--- config.mk ---
export PLATFORM = sky130hd
export DESIGN_NAME = lfap_shadow
export DESIGN_NICKNAME = d
export VERILOG_FILES = /design/src/design/lfap_shadow.sv
export SDC_FILE = /design/constraint.sdc
export NUM_CORES = 1
export LEC_CHECK = 0
export ABC_CLOCK_PERIOD_IN_PS = 4600
export BUFFER_PORTS_ARGS = -buffer_cell sky130_fd_sc_hd__buf_2
export CORE_ASPECT_RATIO = 0.8
export CORE_MARGIN = 1.5
export CORE_UTILIZATION = 35
export CTS_CLUSTER_DIAMETER = 60
export CTS_CLUSTER_SIZE = 28
export DETAILED_ROUTE_END_ITERATION = 16
export GPL_TIMING_DRIVEN = 0
export PLACE_DENSITY = 0.48
export RECOVER_POWER = 50
export SLEW_MARGIN = 15
export SYNTH_ARGS = -nofsm -noshare
export SYNTH_HDL_FRONTEND = slang
export SYNTH_SLANG_ARGS = --single-unit
--- constraint.sdc ---
create_clock -name clk -period 4.6 [get_ports clk]
set_input_delay 0.92 -clock clk [delete_from_list [all_inputs] [get_ports clk]]
set_output_delay 0.92 -clock clk [all_outputs]
set_load 0.05 [all_outputs]
--- src/design/lfap_shadow.sv ---
// lfap_shadow: shadow of the brightness values shown, one entry per led
// memory with per-entry valid bits; an entry not valid reads as zero
// no dependencies
module lfap_shadow #(
	parameter int DEPTH = 36,
	parameter int AW    = 6
) (
	input  logic          clk,
	input  logic          arst_n,
	input  logic          clr,
	input  logic          we,
	input  logic [AW-1:0] waddr,
	input  logic [7:0]    wdata,
	input  logic          re,
	input  logic [AW-1:0] raddr,
	output logic [7:0]    rdata
);

	logic [7:0]       mem [DEPTH];
	logic [7:0]       rdata_q;
	logic [DEPTH-1:0] valid_q;
	logic             rd_vld_q;

	// data array
	always_ff @(posedge clk) begin
		if (we) begin
			mem[waddr] <= wdata;
		end
		if (re) begin
			rdata_q <= mem[raddr];
		end
	end

	// valid bits, cleared at once by reset or clear
	always_ff @(posedge clk or negedge arst_n) begin
		if (!arst_n) begin
			valid_q  <= '0;
			rd_vld_q <= 1'b0;
		end else begin
			if (clr) begin
				valid_q <= '0;
			end else if (we) begin
				valid_q[waddr] <= 1'b1;
			end
			if (re) begin
				rd_vld_q <= valid_q[raddr];
			end
		end
	end

	assign rdata = rd_vld_q ? rdata_q : 8'd0;

endmodule

==> flow_summary.ini <==
[logic_synthesis]
yosysWarnings = 0
netlist_area_sq_um = 13080
synth_most_common_cell = edfxtp_1
synthAdderAreaFrac_pct = 0
ys_seq_area_share_pct = 75.06
synth_common_cells = 296 x edfxtp_1, 106 x nor2_1, 81 x mux4_2, 37 x dfrtp_1, 17 x clkbuf_1
async_flop_share_pct = 11.11
synth-xor-area-share_pct = 0
yosysTopAreaCell = edfxtp_1
yosys.cell_types.count = 37
syn_nets = 687
synth_flop_cell = edfxtp_1
synth-edff-count = 296
yosysTopAreaCellShare_pct = 67.98
synth_simple_gate_area_share_pct = 5.225
synth.area.top_cells = edfxtp_1 68%, mux4_2 14%, dfrtp_1 7.1%
ys_ff_latch = 333
synth_top_family_by_area = multiplexers
synthMuxAreaShare_pct = 16.02
synthCells = 662
synth-compound-area-share_pct = 2.373
syn_area_per_cell_sq_um = 19.75

[final_layout]
drive_above_1_share_pct = 23.80
fillers = 3290
area_growth_pct = 11.85
final_cells = 1219
multiInputGateArea_sq_um = 3088
ff_latch_area_sq_um = 9814
final_nets = 740

[timing]
setup_ws_ps = 1429
hold_slack_ps = 500.5
fin_crit_ps = 3171
layout_worst_path_cycle_share_pct = 68.94
finalSetupViolCount = 0
final_hold_viol_count = 0
slew_headroom_pct = -46.63
fin_skew_ps = 13.56
fmax_mhz = 315.3
tns_ps = 0
tightest_slew_ps = 2199
grt_setup_unrepaired = no
slew_violations = 334

[global_routing]
grt_util_all_layers_pct = 17.16
antenna_found_initial = 3
grt_pass1_wl_um = 46910
grt_max_degree = 38
grt_pass1_vias = 6758
overflow = 0

[routing]
dr.pass1.iters = 5
ant_nets = 0
vias = 6526
drtIter0Drc = 560
wire_per_inst_um = 26.47
drt_wl_total_um = 32270
drc = 0
vias_per_cell = 5.354

[worst_setup_path]
critical-path-top-delay-family = buffers and inverters
cp.depth = 6
critical_path_arrival_ps = 3480
worstPathMaxFanout = 10
r2r_slack_ps = 2550
critPathMaxStageDelay_ps = 750
crit_path_cell_trace = clkbuf_1 -> clkbuf_1 -> mux4_2 -> mux2i_1 -> o221ai_1 -> o211a_1
path_class = primary input to register
worstRegToRegCells = 3
path_common_cell = clkbuf_1
cp.required_ps = 4910
startpoint_type = primary input
worstSetupEndpointType = register
worst-path-buf-inv = 2
crit_slowest_cell = clkbuf_1

[clock_network]
clk_pin_slew_ps = 90
clkLatencyLatePin_ps = 540
cts_resized = 0
tritoncts = done
post_cts_buffers = 0
h-tree-depth = 1
ctsHoldBuffers = 0
numCtsBuffers = 23
cts.sinks = 333
clockRootBuffer = clkbuf_16
cts.path.max_buffers = 3

[min_path]
hp-class = register to register
whs_path_depth = 2

[floorplanning]
die_area_sq_um = 38530
io_pins = 33
fp.dieW_um = 219.1
start_util_pct = 35.37
rows = 63
die_y_um = 175.9
core_area_sq_um = 36970

[pwr]
vdd_drop_max_mv = 0.2956
power.leakage_nw = 4.711
power_density_nw_per_um2 = 403.3
power_mw = 5.898

[placed_design]
placed_cells = 1177
gp_congestion = 0.8632
place_hpwl_um = 21770
place_ws_ps = 781.2
portBuffers = 28

[outcome]
failed_checks = max-capacitance violations, max-slew violations
status = finished, violations left

[flow_run]
cap_violations = 9
[per-stage QoR]
step	util, %	area (sq um)
finish	39.56	14620
global route	39.56	14620
CTS	39.59	14640
detailed placement	37.39	13820
global placement	37.39	13820
floorplan	-	13080
[cell type report]
| type | instances | share of cell area (%) |
|---|---|---|
| Antenna cell | 1 | 0.01711 |
| Multi-Input combinational cell | 292 | 21.12 |
| Timing Repair Buffer | 28 | 0.8641 |
| Sequential cell | 333 | 67.11 |
| Tap cell | 487 | 4.167 |
| Clock buffer | 25 | 3.987 |
| Inverter | 3 | 0.07700 |
| Clock inverter | 16 | 1.557 |
| Buffer | 34 | 1.104 |
[registers in the layout (all words and copies together) (netlist names)]
register  count
mem         288
valid_q      36
rdata_q       8
rd_vld_q      1
[per-layer routing]
metal | GRT usage, % | up-vias | share of wire, %
met2 | 27.94 | 198 | 48
li1 | - | 2766 | -
met4 | 3.482 | 4 | 2.2
met3 | 4.139 | 50 | 6.3
met1 | 23.53 | 3508 | 44
met5 | 0 | - | 0.096
[cells by family (layout without fill, tap and decap cells)]
group	count (synthesis)	in the layout
flops	333	333
simple gates	146	146
mux	106	106
compound gates	40	40
buf+inv	37	106
other cells	0	1
[tightest hold or removal path: stages, from the launching register on]
cell	delay (ps)
dfrtp_1	340
nor2_1	50
nor2_1	70
[where the power goes]
| group | switching (mW) | leakage (nW) | total, mW | internal, mW |
|---|---|---|---|---|
| clock network | 1.13 | 0.393 | 2.23 | 1.10 |
| logic | 0.221 | 1.13 | 0.338 | 0.117 |
| registers | 0.00753 | 3.18 | 3.33 | 3.32 |
| total | 1.36 | 4.71 | 5.90 | 4.54 |
[worst paths after layout]
check,to,start
hold reg to reg,valid_q[14],valid_q[14]
setup / recovery,rdata_q[0],raddr[2]
min in group asynchronous,valid_q[28],arst_n
setup reg to reg,rdata_q[3],mem[3][3]
max in group asynchronous,valid_q[11],arst_n
hold / removal,valid_q[14],valid_q[14]
[layout by cell type, fill, tap and decap left out, drive strengths merged, types with 2 or more instances in the layout]
cell	synthesis	layout
bufinv	0	2
mux2	16	16
buf	17	34
inv	3	10
nand3b	5	5
o211a	6	6
dfrtp	37	37
or3b	4	4
o22ai	10	10
mux4	81	81
o21ai	6	6
nor2	106	106
o21ba	2	2
clkbuf	17	53
edfxtp	296	296
nand4bb	3	3
clkinv	0	7
o31ai	2	2
and2	8	8
o221ai	8	8
mux2i	9	9
nand3	2	2
o311a	2	2
nand2b	11	11
No activity file was read; power rests on OpenSTA's default activity.
